**src/design/u8u16_pkg.sv**
```systemverilog
// Shared types and constants for the UTF-8 to UTF-16 stream transcoder.
// No dependencies; imported by every module of the block.
package u8u16_pkg;

    localparam int unsigned CP_W   = 21;   // code point width
    localparam int unsigned UNIT_W = 16;   // UTF-16 code unit width

    localparam logic [7:0]        CONT_MASK   = 8'h3F;
    localparam logic [7:0]        LEAD2_MASK  = 8'h1F;
    localparam logic [7:0]        LEAD3_MASK  = 8'h0F;
    localparam logic [7:0]        LEAD4_MASK  = 8'h07;
    localparam logic [CP_W-1:0]   PLANE1_BASE = 21'h10000;
    localparam logic [UNIT_W-1:0] HI_SURR     = 16'hD800;
    localparam logic [UNIT_W-1:0] LO_SURR     = 16'hDC00;
    localparam logic [9:0]        SURR_MASK   = 10'h3FF;

    // Count of continuation bytes still due
    typedef enum logic [1:0] {
        LEFT_NONE  = 2'd0,
        LEFT_ONE   = 2'd1,
        LEFT_TWO   = 2'd2,
        LEFT_THREE = 2'd3
    } t_left;

    typedef struct packed {
        logic [7:0] data_byte;
        logic       end_of_string;
    } t_in_item;

    typedef struct packed {
        logic [UNIT_W-1:0] code_unit;
        logic              run_last;
        logic              string_done;
    } t_out_item;

    // One finished code point handed from the decoder to the emitter
    typedef struct packed {
        logic [CP_W-1:0] code_point;
        logic            end_of_string;
    } t_event;

endpackage

```
**src/design/u8u16_decode.sv**
```systemverilog
// Byte decoder: holds the partial code point and the pending byte count.
// Depends on u8u16_pkg.
module u8u16_decode import u8u16_pkg::*; (
    input  logic     i_clk,
    input  logic     i_rst_n,
    input  logic     i_take,     // input transaction this cycle
    input  t_in_item i_item,
    output logic     o_fire,     // a code point completes with this byte
    output t_event   o_event
);

    logic [CP_W-1:0] r_point, n_point;
    t_left           r_left,  n_left;

    // Lead or continuation decode
    always_comb begin
        if (r_left == LEFT_NONE) begin
            if (!i_item.data_byte[7]) begin
                n_point = CP_W'(i_item.data_byte);
                n_left  = LEFT_NONE;
            end else if (i_item.data_byte[7:5] != 3'b111) begin
                n_point = CP_W'(i_item.data_byte & LEAD2_MASK);
                n_left  = LEFT_ONE;
            end else if (!i_item.data_byte[4]) begin
                n_point = CP_W'(i_item.data_byte & LEAD3_MASK);
                n_left  = LEFT_TWO;
            end else begin
                n_point = CP_W'(i_item.data_byte & LEAD4_MASK);
                n_left  = LEFT_THREE;
            end
        end else begin
            n_point = {r_point[CP_W-7:0], i_item.data_byte[5:0] & CONT_MASK[5:0]};
            n_left  = t_left'(r_left - 2'd1);
        end
    end

    assign o_fire                = (n_left == LEFT_NONE) || i_item.end_of_string;
    assign o_event.code_point    = n_point;
    assign o_event.end_of_string = i_item.end_of_string;

    // State update; a finished or cut-short sequence returns to reset
    always_ff @(posedge i_clk) begin
        if (!i_rst_n) begin
            r_point <= '0;
            r_left  <= LEFT_NONE;
        end else if (i_take) begin
            if (o_fire) begin
                r_point <= '0;
                r_left  <= LEFT_NONE;
            end else begin
                r_point <= n_point;
                r_left  <= n_left;
            end
        end
    end

    assert property (@(posedge i_clk) disable iff (!i_rst_n)
        (i_take && o_fire) |=> (r_left == LEFT_NONE && r_point == '0))
        else $error("decoder state not cleared after a completed code point");

    assert property (@(posedge i_clk) disable iff (!i_rst_n)
        (r_left == LEFT_NONE) |-> (r_point == '0))
        else $error("partial code point held with no sequence open");

    assert property (@(posedge i_clk) disable iff (!i_rst_n)
        !i_take |=> (r_left == $past(r_left) && r_point == $past(r_point)))
        else $error("decoder state moved without an input transaction");

endmodule

```
**src/design/u8u16_emit.sv**
```systemverilog
// Result register and surrogate splitter: turns one code point into one or two units.
// Depends on u8u16_pkg.
module u8u16_emit import u8u16_pkg::*; (
    input  logic      i_clk,
    input  logic      i_rst_n,
    input  logic      i_load,        // decoder hands over a code point
    input  t_event    i_event,
    output logic      o_load_ready,  // room for a code point this cycle
    output logic      o_valid,
    input  logic      i_ready,
    output t_out_item o_item
);

    logic            r_full;
    logic            r_hi_phase;     // high surrogate is on the output
    logic [CP_W-1:0] r_point;
    logic            r_eos;

    logic              pair;
    logic              take;
    logic [CP_W-1:0]   w;
    logic [UNIT_W-1:0] hi_unit;
    logic [UNIT_W-1:0] lo_unit;

    assign pair    = (r_point[CP_W-1:UNIT_W] != '0);
    assign take    = o_valid && i_ready;
    assign w       = r_point - PLANE1_BASE;
    assign hi_unit = HI_SURR + UNIT_W'(w[CP_W-1:10]);
    assign lo_unit = LO_SURR | UNIT_W'(w[9:0] & SURR_MASK);

    assign o_valid      = r_full;
    assign o_load_ready = !r_full || (take && !r_hi_phase);

    // Output unit select
    always_comb begin
        if (r_hi_phase) begin
            o_item.code_unit   = hi_unit;
            o_item.run_last    = 1'b0;
            o_item.string_done = 1'b0;
        end else begin
            o_item.code_unit   = pair ? lo_unit : r_point[UNIT_W-1:0];
            o_item.run_last    = 1'b1;
            o_item.string_done = r_eos;
        end
    end

    // Control: full flag and surrogate phase
    always_ff @(posedge i_clk) begin
        if (!i_rst_n) begin
            r_full     <= 1'b0;
            r_hi_phase <= 1'b0;
        end else if (i_load && o_load_ready) begin
            r_full     <= 1'b1;
            r_hi_phase <= (i_event.code_point[CP_W-1:UNIT_W] != '0);
        end else if (take) begin
            if (r_hi_phase) begin
                r_hi_phase <= 1'b0;
            end else begin
                r_full <= 1'b0;
            end
        end
    end

    // Payload
    always_ff @(posedge i_clk) begin
        if (i_load && o_load_ready) begin
            r_point <= i_event.code_point;
            r_eos   <= i_event.end_of_string;
        end
    end

    assert property (@(posedge i_clk) disable iff (!i_rst_n)
        r_hi_phase |-> r_full)
        else $error("surrogate phase set with empty result register");

    assert property (@(posedge i_clk) disable iff (!i_rst_n)
        (take && r_hi_phase) |=> (r_full && !r_hi_phase && pair))
        else $error("low surrogate did not follow high surrogate");

    assert property (@(posedge i_clk) disable iff (!i_rst_n)
        i_load |-> o_load_ready)
        else $error("code point delivered with no room in result register");

    assert property (@(posedge i_clk) disable iff (!i_rst_n)
        (o_valid && o_item.string_done) |-> o_item.run_last)
        else $error("end of string flagged on a non-final unit");

endmodule

```
**src/design/utf8_to_utf16_stream_top.sv**
```systemverilog
// Top level of the UTF-8 to UTF-16 stream transcoder.
// Depends on u8u16_pkg, u8u16_decode and u8u16_emit.
//
// Takes one UTF-8 byte per transaction and produces UTF-16 code units. A byte
// is decoded in the cycle it is accepted, against the held partial code point,
// and a finished code point lands in a one-entry result register the next
// cycle. A byte that leaves a sequence open produces nothing; a code point
// below 0x10000 produces one unit, and a larger one a high then a low
// surrogate. Input ready is high whenever the result register is empty or
// its last unit is taken in that cycle, so bytes flow one per clock while a
// unit per code point suffices and the output is not stalled; no byte is
// taken while the high surrogate of a pair is on the output. No validation
// is done; a sequence cut by end_of_string emits the value built so far.
module utf8_to_utf16_stream_top import u8u16_pkg::*; (
    input  logic      i_clk,
    input  logic      i_rst_n,
    input  logic      i_in_valid,
    output logic      o_in_ready,
    input  t_in_item  i_in_item,
    output logic      o_out_valid,
    input  logic      i_out_ready,
    output t_out_item o_out_item
);

    logic   take;
    logic   fire;
    t_event event_q;

    assign take = i_in_valid && o_in_ready;

    u8u16_decode u_decode (
        .i_clk   (i_clk),
        .i_rst_n (i_rst_n),
        .i_take  (take),
        .i_item  (i_in_item),
        .o_fire  (fire),
        .o_event (event_q)
    );

    u8u16_emit u_emit (
        .i_clk        (i_clk),
        .i_rst_n      (i_rst_n),
        .i_load       (take && fire),
        .i_event      (event_q),
        .o_load_ready (o_in_ready),
        .o_valid      (o_out_valid),
        .i_ready      (i_out_ready),
        .o_item       (o_out_item)
    );

endmodule
```
**config.mk**
```make
export PLATFORM = sky130hd
export DESIGN_NAME = utf8_to_utf16_stream_top
export DESIGN_NICKNAME = d
export VERILOG_FILES = /design/src/design/u8u16_pkg.sv /design/src/design/u8u16_decode.sv /design/src/design/u8u16_emit.sv /design/src/design/utf8_to_utf16_stream_top.sv
export SDC_FILE = /design/constraint.sdc
export NUM_CORES = 1
export LEC_CHECK = 0
export BUFFER_PORTS_ARGS = -buffer_cell sky130_fd_sc_hd__buf_2
export CAP_MARGIN = 10
export CORE_ASPECT_RATIO = 1.5
export CORE_MARGIN = 2
export CORE_UTILIZATION = 40
export CTS_CLUSTER_SIZE = 8
export DETAILED_ROUTE_END_ITERATION = 10
export PLACE_DENSITY = 0.59
export SLEW_MARGIN = 20
export SYNTH_ARGS = -nofsm -noshare
export SYNTH_HDL_FRONTEND = slang
export SYNTH_SLANG_ARGS = --single-unit
```
**constraint.sdc**
```tcl
create_clock -name i_clk -period 3 [get_ports i_clk]
set_clock_uncertainty 0.05 [all_clocks]
set_input_delay 0.15 -clock i_clk [delete_from_list [all_inputs] [get_ports i_clk]]
set_output_delay 0.15 -clock i_clk [all_outputs]
set_load 0.05 [all_outputs]
```
# After elaboration in Yosys (flattened, before gate mapping)
# Cells that the tools add are included.
# totals
out_inout_bits	20
elab_cells	43
reg_bits	41
in_bits	13
# classes
muxes	17
reduce_logical	15
n_addsub	3
eq_ne	2
# op_table
operator	count
$mux 21	3
$sub 21x17->21 const B	1
$mux 18	1
$add 15x12->16 const A	1
$mux 16	1
$mux 15	1
$reduce_bool 5->1	2
$mux 2	4
$mux 1	6
$logic_and 1x1->1	5
$logic_not 2->1	2
$mux 4	1
$ne 3x3->1 const B	1
$logic_not 1->1	2
$logic_or 1x1->1	2
$ne 2x2->1 const B	1
$reduce_and 2->1	1
$reduce_bool 2->1	1
$sub 2x1->2 const B	1

# Logic depth before layout (Yosys ltp)
# Gate-level depths: netlist of the first run.
# depth
depth_word	10
depth_mapped	5
mapped_depth_nobuf	5

# Modules after synthesis
# From an unflattened synthesis of the first run, not the netlist that was laid out.
# hier_totals
hier_cells	183
hier_area_um2	1954.4
# modules_own_cells
mod	cells_per_inst	area_each_um2	seq_area_each_um2	n_inst
u8u16_emit	69	1006.0	700.7	1
u8u16_decode	112	935.9	340.3	1
utf8_to_utf16_stream_top	2	12.5	0.0	1

# Least setup slack after synthesis of the first run
# OpenSTA, ideal clock, no wires.
# synth_path
kind	reg2reg
startpoint	reg u_emit.r_full (netlist: u_emit.o_valid)
endpoint	reg u_emit.r_eos, enable pin
period_less_slack_ps	2251
setup_time_ps	404
stages_incl_launch_ff	4
arrival_ps	1798
required_time_ps	2546
path_buffers	0
setup_slack_ps	749
path_cell_list	dfxtp_1 -> inv_1 -> o21ai_4 -> nor2_1
# synth_between
elab_chain_cells	6
elab_cells_between_ends	7
classes_between	reduce/logical (7)
# synth_rtl
item	line_no	rtl
start, declared	u8u16_emit.sv:14	logic r_full;
start signal, assigned	u8u16_emit.sv:50	r_full <= 1'b0;
start signal, assigned	u8u16_emit.sv:53	r_full <= 1'b1;
start signal, assigned	u8u16_emit.sv:59	r_full <= 1'b0;
$logic_and 1x1->1	u8u16_emit.sv:26	assign take = o_valid && i_ready;
$logic_and 1x1->1	u8u16_emit.sv:32	assign o_load_ready = !r_full || (take && !r_hi_phase);
$logic_or 1x1->1 *	u8u16_emit.sv:32	
$logic_and 1x1->1	utf8_to_utf16_stream_top.sv:29	assign take = i_in_valid && o_in_ready;
$logic_and 1x1->1	utf8_to_utf16_stream_top.sv:43	.i_load (take && fire),
$logic_and 1x1->1 *	u8u16_emit.sv:66	if (i_load && o_load_ready) begin
end signal, assigned	u8u16_emit.sv:68	r_eos <= i_event.end_of_string;
end, declared	u8u16_emit.sv:17	logic r_eos;
# Mark *: on every way between the ends. The rest lies on a longest branch, timed or not.
# A chain may end at the register's enable or synchronous reset.

==> results of run 1 <==
-- cells in the mapped netlist (2+ instances only) --
library cell   n  area, um2
a21boi_0      11       82.6
a21oi_1        3       15.0
and2b_1        5       37.5
and3_1         2       12.5
buf_2          4       20.0
clkbuf_1       3       11.3
dfxtp_1       19        380
edfxtp_1      22        661
inv_1          7       26.3
mux2_2         7       78.8
nand2_1       16       60.1
nand2b_1       2       12.5
nand3_1       16       80.1
nor2_1         8       30.0
nor2b_1       12       75.1
nor3_1         2       10.0
o21ai_0        8       40.0
or2_2          4       25.0
xnor2_1        3       26.3
-- layer usage --
layer,GRT usage,routed length [um],vias up
met5,0,0,-
met3,0.0310,129,7
met2,0.258,1880,35
met4,0.0667,69,0
met1,0.192,1520,648
li1,-,-,691
-- logic make-up after synthesis --
logic type | Yosys count | share of synthesized area
AO/OA/AOI/OAI | 32 | 0.121
XOR/XNOR | 3 | 0.0140
adder cells (fa/ha/maj) | 1 | 0.00664
buffers and inverters | 15 | 0.0326
flip-flops | 41 | 0.553
multiplexers | 8 | 0.0472
AND/OR/NAND/NOR | 76 | 0.226
-- stage by stage --
stage / cell area, um2 / power (mW) / hold slack (ns) / setup slack, ns / cells
after floorplan: 1880 / 0.732 / 0.199 / 0.749 / 176
after global routing: 2220 / 1.15 / 0.0522 / 0.439 / 277
after global placement: 2110 / 0.769 / 0.296 / 1.11 / 266
after CTS: 2220 / 1.12 / 0.0425 / 0.620 / 277
final: 2220 / 1.10 / 0.0502 / 0.669 / 277
after detailed placement: 2110 / 0.771 / 0.295 / 0.952 / 266
-- worst max-delay path: stages, from the launching register on --
cell,delay (ns)
edfxtp_1,0.40
inv_1,0.09
ha_1,0.18
nor3b_1,0.45
nand2_1,0.20
or2_2,0.30
buf_2,0.21
-- worst max path at each step --
| stage | to |
|---|---|
| global route | o_out_item[14] |
| global placement | o_out_item[13] |
| CTS | o_out_item[17] |
| detailed placement | o_out_item[17] |
| floorplan | u_emit.r_eos$_DFFE_PP_ |
| finish | o_out_item[14] |
-- state kept, by name (all words and copies together), names as in the netlist --
signal and cells:
u_emit.r_point 21, u_decode.r_point 15, u_decode.r_left 2, u_emit.o_valid 1, u_emit.r_eos 1, u_emit.r_hi_phase 1
-- report_power, final --
| group | leakage, nW | switching, mW | total [mW] | internal (mW) |
|---|---|---|---|---|
| registers | 0.371 | 0.00930 | 0.621 | 0.612 |
| clock network | 0.0401 | 0.186 | 0.345 | 0.160 |
| logic | 0.414 | 0.0972 | 0.139 | 0.0415 |
-- placed cells by master (no fill, tap or decap), types with 3 or more instances in the layout --
| master | instances |
|---|---|
| a21oi_1 | 3 |
| mux2_2 | 7 |
| inv_1 | 7 |
| and2b_1 | 5 |
| dfxtp_1 | 19 |
| buf_2 | 32 |
| clkbuf_8 | 5 |
| nor2b_1 | 12 |
| nor2_1 | 7 |
| dlygate4sd3_1 | 3 |
| xnor2_1 | 3 |
| a21boi_0 | 11 |
| nand2_1 | 16 |
| nand3_1 | 16 |
| or2_2 | 4 |
| o21ai_0 | 8 |
| edfxtp_1 | 22 |
-- cell type report --
| class | instances | area [um2] |
|---|---|---|
| fill | 443 | 2320 |
| sequential | 41 | 1040 |
| multi-input combinational | 120 | 783 |
| timing repair buffer | 37 | 205 |
| tap | 64 | 80.1 |
| clock buffer | 5 | 68.8 |
| inverter | 7 | 26.3 |
| clock inverter | 3 | 17.5 |
==> impl_metrics.tcl, run 1 <==
set metrics [dict create \
    ys_types 41 \
    yosysWarnings 0 \
    dieArea_um2 5280 \
    syn_nets 190 \
    area_growth_pct 18.0 \
    htree_num_levels 2 \
    path_clk_slew_ns 0.08 \
    powerDensity_nw_per_um2 497 \
    critPathKind "register to output port" \
    r2r_cells 4 \
    core_um2 4540 \
    synth_ff_type "edfxtp_1" \
    end_kind "output port" \
    final_max_slew_viol_count 0 \
    cts_sinks 41 \
    clock-root-buffer "clkbuf_8" \
    slew_headroom 0.669 \
    syn-cell-area_um2 1880 \
    crit_fanout 4 \
    hp-start "i_in_item[4]" \
    cts_tree "built" \
    antenna_found_initial 0 \
    avgViaCountPerCell 4.99 \
    cts_resized 0 \
    grt_max_degree 28 \
    diodes 0 \
    reg2reg_slack_ns 1.33 \
    avgRoutedWirePerCell_um 13.0 \
    ys_seq_elements 41 \
    grtUsageTotal 0.155 \
    cp.arrival_ns 2.13 \
    hold_violations 0 \
    hp-class "input pin to register" \
    io_pins 33 \
    initial_core_util 0.415 \
    finalSetupViolCount 0 \
    max_freq_mhz 429 \
    clock_path_buffers 2 \
    cap_violations 0 \
    worstReg2RegEnd "u_decode.r_point[3]$_SDFFE_PN0N_" \
    finish.utilization 0.489 \
    placementRows 30 \
    vias 1381 \
    chipWidth_um 60.0 \
    fp.dieH_um 88.0 \
    cts_setup_buffers 0 \
    setup_tns_ns 0 \
    rsz0062_at_grt "false" \
    grt_pass1_wl_um 6150 \
    hold_buffers 3 \
    cp.required_ns 2.80 \
    numCtsBuffers 5 \
    synthesis.instances 176 \
    worst_slew_pin_slew_ns 0.495 \
    hpwlAfterDp_um 2750 \
    clk_latency_ns 0.29 \
    drtIter0Drc 56 \
    hold_path_depth 3 \
    vdd_ir_drop_max_mv 0.266 \
    p_leak_nw 0.825 \
    drc 0 \
    fin_crit_ns 2.33 \
    async_reset_ff_frac 0 \
    final_nets 226 \
    startpoint_type "register" \
    wirelength_um 3600 \
    outcome "completed" \
    regToRegStartpoint "u_emit.r_hi_phase$_SDFFE_PN0P_" \
    min_to "u_decode.r_point[3]$_SDFFE_PN0N_" \
    syn_area_per_cell_um2 10.7 \
    period_share 0.777 \
    gp_congestion 0.796 \
    ant_nets 0 \
    portBuffers 32 \
    first_pass_iters 4 \
    grt_pass1_vias 1277 \
    layout-drive-gt1-share 0.282 \
    overflow 0 \
    synth-edff-count 22 \
    yosysSeqAreaShare 0.553 \
    startpoint "u_emit.r_point[16]$_DFFE_PP_" \
]
(Power assumes the default switching activity.)
==> run 2, diff against run 1 <==
--- a/config.mk
+++ b/config.mk
@@ -12,7 +12,7 @@
 export CORE_UTILIZATION = 40
 export CTS_CLUSTER_SIZE = 8
 export DETAILED_ROUTE_END_ITERATION = 10
-export PLACE_DENSITY = 0.59
+export PLACE_DENSITY = 0.62
 export SLEW_MARGIN = 20
 export SYNTH_ARGS = -nofsm -noshare
 export SYNTH_HDL_FRONTEND = slang
==> constraint.sdc (replaced) <==
create_clock -name i_clk -period 2 [get_ports i_clk]
set_clock_uncertainty 0.05 [all_clocks]
set_input_delay 0.1 -clock i_clk [delete_from_list [all_inputs] [get_ports i_clk]]
set_output_delay 0.1 -clock i_clk [all_outputs]
set_load 0.05 [all_outputs]
==> impl_metrics.tcl, run 2 (same netlist as run 1, synthesis figures left out) <==
set metrics [dict create \
    final_nets 230 \
    grt_pass1_wl_um 5980 \
    clock-root-buffer "clkbuf_8" \
    gp_congestion 0.763 \
    layout-drive-gt1-share 0.304 \
    hp-start "i_in_item[4]" \
    hpwlAfterDp_um 2800 \
    cp.arrival_ns 1.73 \
    fp.dieH_um 88.0 \
    portBuffers 32 \
    fin_crit_ns 1.88 \
    cts_tree "built" \
    diodes 0 \
    wirelength_um 3660 \
    top_layer_used "met4" \
    multiInputGateArea_um2 802 \
    area_growth_pct 22.9 \
    ant_nets 0 \
    io_pins 33 \
    finalSetupViolCount 0 \
    dieArea_um2 5280 \
    max_freq_mhz 533 \
    grt_pass1_vias 1276 \
    top_register "u_emit.r_point" \
    drc 0 \
    regToRegStartpoint "u_decode.r_left[0]$_SDFFE_PN0N_" \
    hold_slack_ns 0.00829 \
    setup_ws_ns 0.125 \
    crit_fanout 4 \
    overflow 0 \
    avgViaCountPerCell 4.83 \
    worstReg2RegEnd "u_emit.r_point[12]$_DFFE_PP_" \
    drtIter0Drc 33 \
    hold_path_depth 3 \
    antenna_found_initial 0 \
    period_share 0.938 \
    setup_tns_ns 0 \
    powerDensity_nw_per_um2 788 \
    numCtsBuffers 5 \
    final_max_slew_viol_count 0 \
    p_leak_nw 0.878 \
    startpoint_type "register" \
    dp_slack_ns 0.322 \
    cp.required_ns 1.85 \
    clock_path_buffers 2 \
    vdd_ir_drop_max_mv 0.340 \
    chipWidth_um 60.0 \
    slew_headroom 0.717 \
    path_clk_slew_ns 0.07 \
    avgRoutedWirePerCell_um 13.0 \
    cap_violations 0 \
    end_kind "output port" \
    placementRows 30 \
    wl_met1_um 1590 \
    hp-class "input pin to register" \
    hold_violations 0 \
    core_um2 4540 \
    first_pass_iters 4 \
    grtUsageTotal 0.154 \
    vias 1356 \
    final_cell_mix "buf_2 (27), edfxtp_1 (22), dfxtp_1 (19)" \
    outcome "completed" \
    met3WireLength_um 96 \
    final_common_cell "buf_2" \
    htree_num_levels 2 \
    grt_max_degree 28 \
    worst_slew_pin_slew_ns 0.425 \
    cts_sinks 41 \
    r2r_cells 4 \
    reg_top3 "u_emit.r_point x21, u_decode.r_point x15, u_decode.r_left x2" \
    min_to "u_decode.r_point[3]$_SDFFE_PN0N_" \
    clk_latency_ns 0.29 \
    largest_reg_flops 21 \
    fill_cells 436 \
    critPathKind "register to output port" \
    register_area_um2 1040 \
    reg2reg_slack_ns 0.51 \
    met2_length_um 1880 \
    initial_core_util 0.415 \
]
run 2: metrics by stage:
stage / cells / power (mW) / utilization / instance area [um2]
floorplan: 176 / 1.10 / - / 1890
global placement: 270 / 1.16 / 0.471 / 2140
detailed placement: 270 / 1.16 / 0.471 / 2140
CTS: 281 / 1.84 / 0.505 / 2290
global route: 281 / 1.90 / 0.509 / 2310
finish: 281 / 1.82 / 0.509 / 2310
run 2: cell type report:
type / instances / share of cell area
multi-input cells: 120 / 0.347
clock inverters: 1 / 0.0130
clock buffers: 7 / 0.0373
inverters: 7 / 0.0114
well taps: 64 / 0.0346
repair buffers: 41 / 0.107
flip-flops and latches: 41 / 0.450
run 2: worst max path at each step:
stage                                       startpoint                     end  cells after the start
after detailed placement  u_emit.r_point[16]$_DFFE_PP_          o_out_item[13]                      6
after floorplan            u_emit.o_valid$_SDFFE_PN0P_  u_emit.r_eos$_DFFE_PP_                      3
final                     u_emit.r_point[16]$_DFFE_PP_          o_out_item[13]                      6
after global routing      u_emit.r_point[16]$_DFFE_PP_          o_out_item[13]                      6
after global placement    u_emit.r_point[16]$_DFFE_PP_          o_out_item[13]                      6
after CTS                 u_emit.r_point[16]$_DFFE_PP_          o_out_item[13]                      6
run 2: timing repair:
| action | 4_1_cts | 5_1_grt |
|---|---|---|
| hold endpoints to repair | 3 | 0 |
| resized for setup | 1 | 12 |
| buffers inserted | 0 | 0 |
| endpoints found under the setup margin | 4 | 5 |
| hold buffers | 3 | 0 |
run 2: where the power goes:
group	switching, mW	internal, mW
clock	0.264	0.407
combinational	0.149	0.0703
sequential	0.0161	0.918
total	0.429	1.39
run 2: per-layer routing:
layer / up-vias / GRT usage
met5: - / 0
met4: 0 / 0.0646
met3: 8 / 0.0414
met2: 26 / 0.258
met1: 626 / 0.182
li1: 696 / -
run 2: worst max-delay path, stage by stage (launching register included):
cell and delay, ns:
edfxtp_1 0.38, inv_1 0.09, ha_1 0.18, nor3b_4 0.22, nand2_2 0.10, or2_2 0.28, buf_4 0.19
==> run 3, diff against run 2 <==
--- a/config.mk
+++ b/config.mk
@@ -5,6 +5,7 @@
 export SDC_FILE = /design/constraint.sdc
 export NUM_CORES = 1
 export LEC_CHECK = 0
+export ABC_AREA = 1
 export BUFFER_PORTS_ARGS = -buffer_cell sky130_fd_sc_hd__buf_2
 export CAP_MARGIN = 10
 export CORE_ASPECT_RATIO = 1.5
@@ -12,7 +13,8 @@
 export CORE_UTILIZATION = 40
 export CTS_CLUSTER_SIZE = 8
 export DETAILED_ROUTE_END_ITERATION = 10
-export PLACE_DENSITY = 0.62
+export PLACE_DENSITY = 0.61
+export RECOVER_POWER = 25
 export SLEW_MARGIN = 20
 export SYNTH_ARGS = -nofsm -noshare
 export SYNTH_HDL_FRONTEND = slang
==> impl_metrics.tcl, run 3 <==
set metrics [dict create \
    portBuffers 32 \
    top_layer_used "met4" \
    cp.arrival_ns 1.69 \
    fin_area_um2 2310 \
    cpPeakStageDelay_ns 0.41 \
    gp_congestion 0.832 \
    grtUsageTotal 0.165 \
    clock-root-buffer "clkbuf_8" \
    slew_headroom 0.589 \
    core_um2 4730 \
    clock_path_buffers 2 \
    cp.required_ns 1.85 \
    chipWidth_um 60.8 \
    placementRows 31 \
    final_nets 273 \
    final_max_slew_viol_count 0 \
    ys_types 30 \
    syn_area_per_cell_um2 8.84 \
    met2_length_um 2050 \
    drtIter0Drc 47 \
    drc 0 \
    fp.dieH_um 89.2 \
    async_reset_ff_frac 0 \
    cpMaxStageDelayCell "edfxtp_1" \
    hp-class "input pin to register" \
    grt_max_degree 26 \
    layout-drive-gt1-share 0.254 \
    initial_core_util 0.409 \
    area_growth_pct 19.4 \
    numCtsBuffers 5 \
    yosysTopAreaCell "edfxtp_1" \
    yosysSeqAreaShare 0.537 \
    postPlaceCellArea_um2 2160 \
    fill_cells 482 \
    final_cell_mix "nand2_1 (51), inv_1 (29), buf_2 (27)" \
    fin_crit_ns 1.84 \
    path_clk_slew_ns 0.08 \
    cts_sinks 41 \
    end_kind "output port" \
    cap_violations 0 \
    dieArea_um2 5430 \
    synth_top_area_share 0.341 \
    yosysMostFrequentCell "nand2_1" \
    avgRoutedWirePerCell_um 11.8 \
    powerDensity_nw_per_um2 848 \
    diodes 0 \
    top_register "u_emit.r_point" \
    p_leak_nw 0.894 \
    wl_met1_um 1600 \
    vias 1487 \
    hpwlAfterDp_um 2930 \
    outcome "completed" \
    finish.utilization 0.489 \
    yosys-top-cells-area "edfxtp_1 (34%), dfxtp_1 (20%), nand2_1 (9.9%)" \
    vdd_ir_drop_max_mv 0.454 \
    grt_pass1_wl_um 6450 \
    met3WireLength_um 157 \
    htree_num_levels 2 \
    ys_top_cells_by_count "nand2_1 (51), inv_1 (29), nor2_1 (26)" \
    final_common_cell "nand2_1" \
    wirelength_um 3850 \
    max_freq_mhz 543 \
    period_share 0.921 \
    synth_ff_type "edfxtp_1" \
    crit_fanout 4 \
    finalSetupViolCount 0 \
    worst_slew_pin_slew_ns 0.614 \
    io_pins 33 \
    yosysWarnings 0 \
    critPathKind "register to output port" \
    antenna_found_initial 0 \
    hold_violations 0 \
    rsz0062_at_grt "false" \
    cp_cell_sequence "inv_1 -> ha_1 -> nand3b_1 -> nor2_1 -> nand2_1 -> buf_2" \
    cts_resized 0 \
    clk_latency_ns 0.29 \
    first_pass_iters 4 \
    avgViaCountPerCell 4.56 \
    cts_tree "built" \
    syn-cell-area_um2 1940 \
    ant_nets 0 \
    syn_nets 233 \
    grt_pass1_vias 1395 \
    startpoint_type "register" \
    overflow 0 \
    ys_seq_elements 41 \
    synth-edff-count 22 \
    reg_top3 "u_emit.r_point x21, u_decode.r_point x15, u_decode.r_left x2" \
    finalPower_mw 1.96 \
    synthesis.instances 219 \
    largest_reg_flops 21 \
]
run 3: cell count changes after synthesis, sizes merged, moves of 10 or more:
cell,delta
a21oi,+18
nor2,+17
a21boi,-11
nor2b,-13
inv,+23
nand2,+48
nand3,-10
run 3: area by class of cell:
cell class                 instances  area [um2]  share of cell area
clock inverter                     2        37.5              0.0162
inverter                          32         125              0.0541
timing repair buffer              39         216              0.0936
clock buffer                       6        82.6              0.0357
sequential                        41        1040               0.450
multi-input combinational        140         727               0.314
tap                               66        82.6              0.0357
run 3: stage by stage:
stage / cells / setup TNS (ns) / worst slack (ns) / hold WS (ns)
2_1_floorplan: 219 / -0.601 / -0.273 / 0.149
3_3_place_gp: 314 / 0 / 0.312 / 0.252
3_5_place_dp: 314 / 0 / 0.291 / 0.255
4_1_cts: 326 / 0 / 0.0692 / 0.0238
5_1_grt: 326 / 0 / 0.0118 / 0.0344
6_report: 326 / 0 / 0.157 / 0.0301
run 3: power breakdown:
part	total (mW)	internal, mW	switching [mW]
combinational	0.329	0.0797	0.250
clock	0.687	0.406	0.281
sequential	0.946	0.926	0.0197
total	1.96	1.41	0.550
run 3: kinds of logic (layout without fill, tap and decap cells):
kind of cell | count (synthesis) | after routing | synth area share
buf+inv | 38 | 79 | 0.0911
flops | 41 | 41 | 0.537
xor+xnor | 1 | 1 | 0.00452
fa+ha+maj | 1 | 1 | 0.00646
compound gates | 37 | 37 | 0.118
simple gates | 101 | 101 | 0.243
run 3: final timing paths:
kind | startpoint | end | slack, ns | depth (start not counted)
hold / removal | i_rst_n | u_emit.r_hi_phase$_SDFFE_PN0P_ | 0.03 | 3
setup / recovery | u_emit.r_point[16]$_DFFE_PP_ | o_out_item[13] | 0.16 | 6
setup reg to reg | u_emit.r_hi_phase$_SDFFE_PN0P_ | u_emit.r_point[13]$_DFFE_PP_ | 0.30 | 5
hold reg to reg | u_decode.r_point[5]$_SDFFE_PN0N_ | u_decode.r_point[5]$_SDFFE_PN0N_ | 0.42 | 2
run 3: repair_timing:
action	in CTS	in global routing
hold buffers	4	0
setup buffers	0	0
endpoints found under the hold margin	4	0
run 3: metal layers:
metal  global-route usage  vias to the layer above
li1                     -                      777
met1                0.187                      668
met2                0.292                       38
met3               0.0347                        4
met4               0.0692                        0
met5                    0                        -
run 3: worst max-delay path: cells and delay by family, from the launching register on:
kind / cells / cell delay (ns)
DFF: 1 / 0.41
adders and majority gates: 1 / 0.17
buffers and inverters: 2 / 0.31
and+or+nand+nor: 3 / 0.52
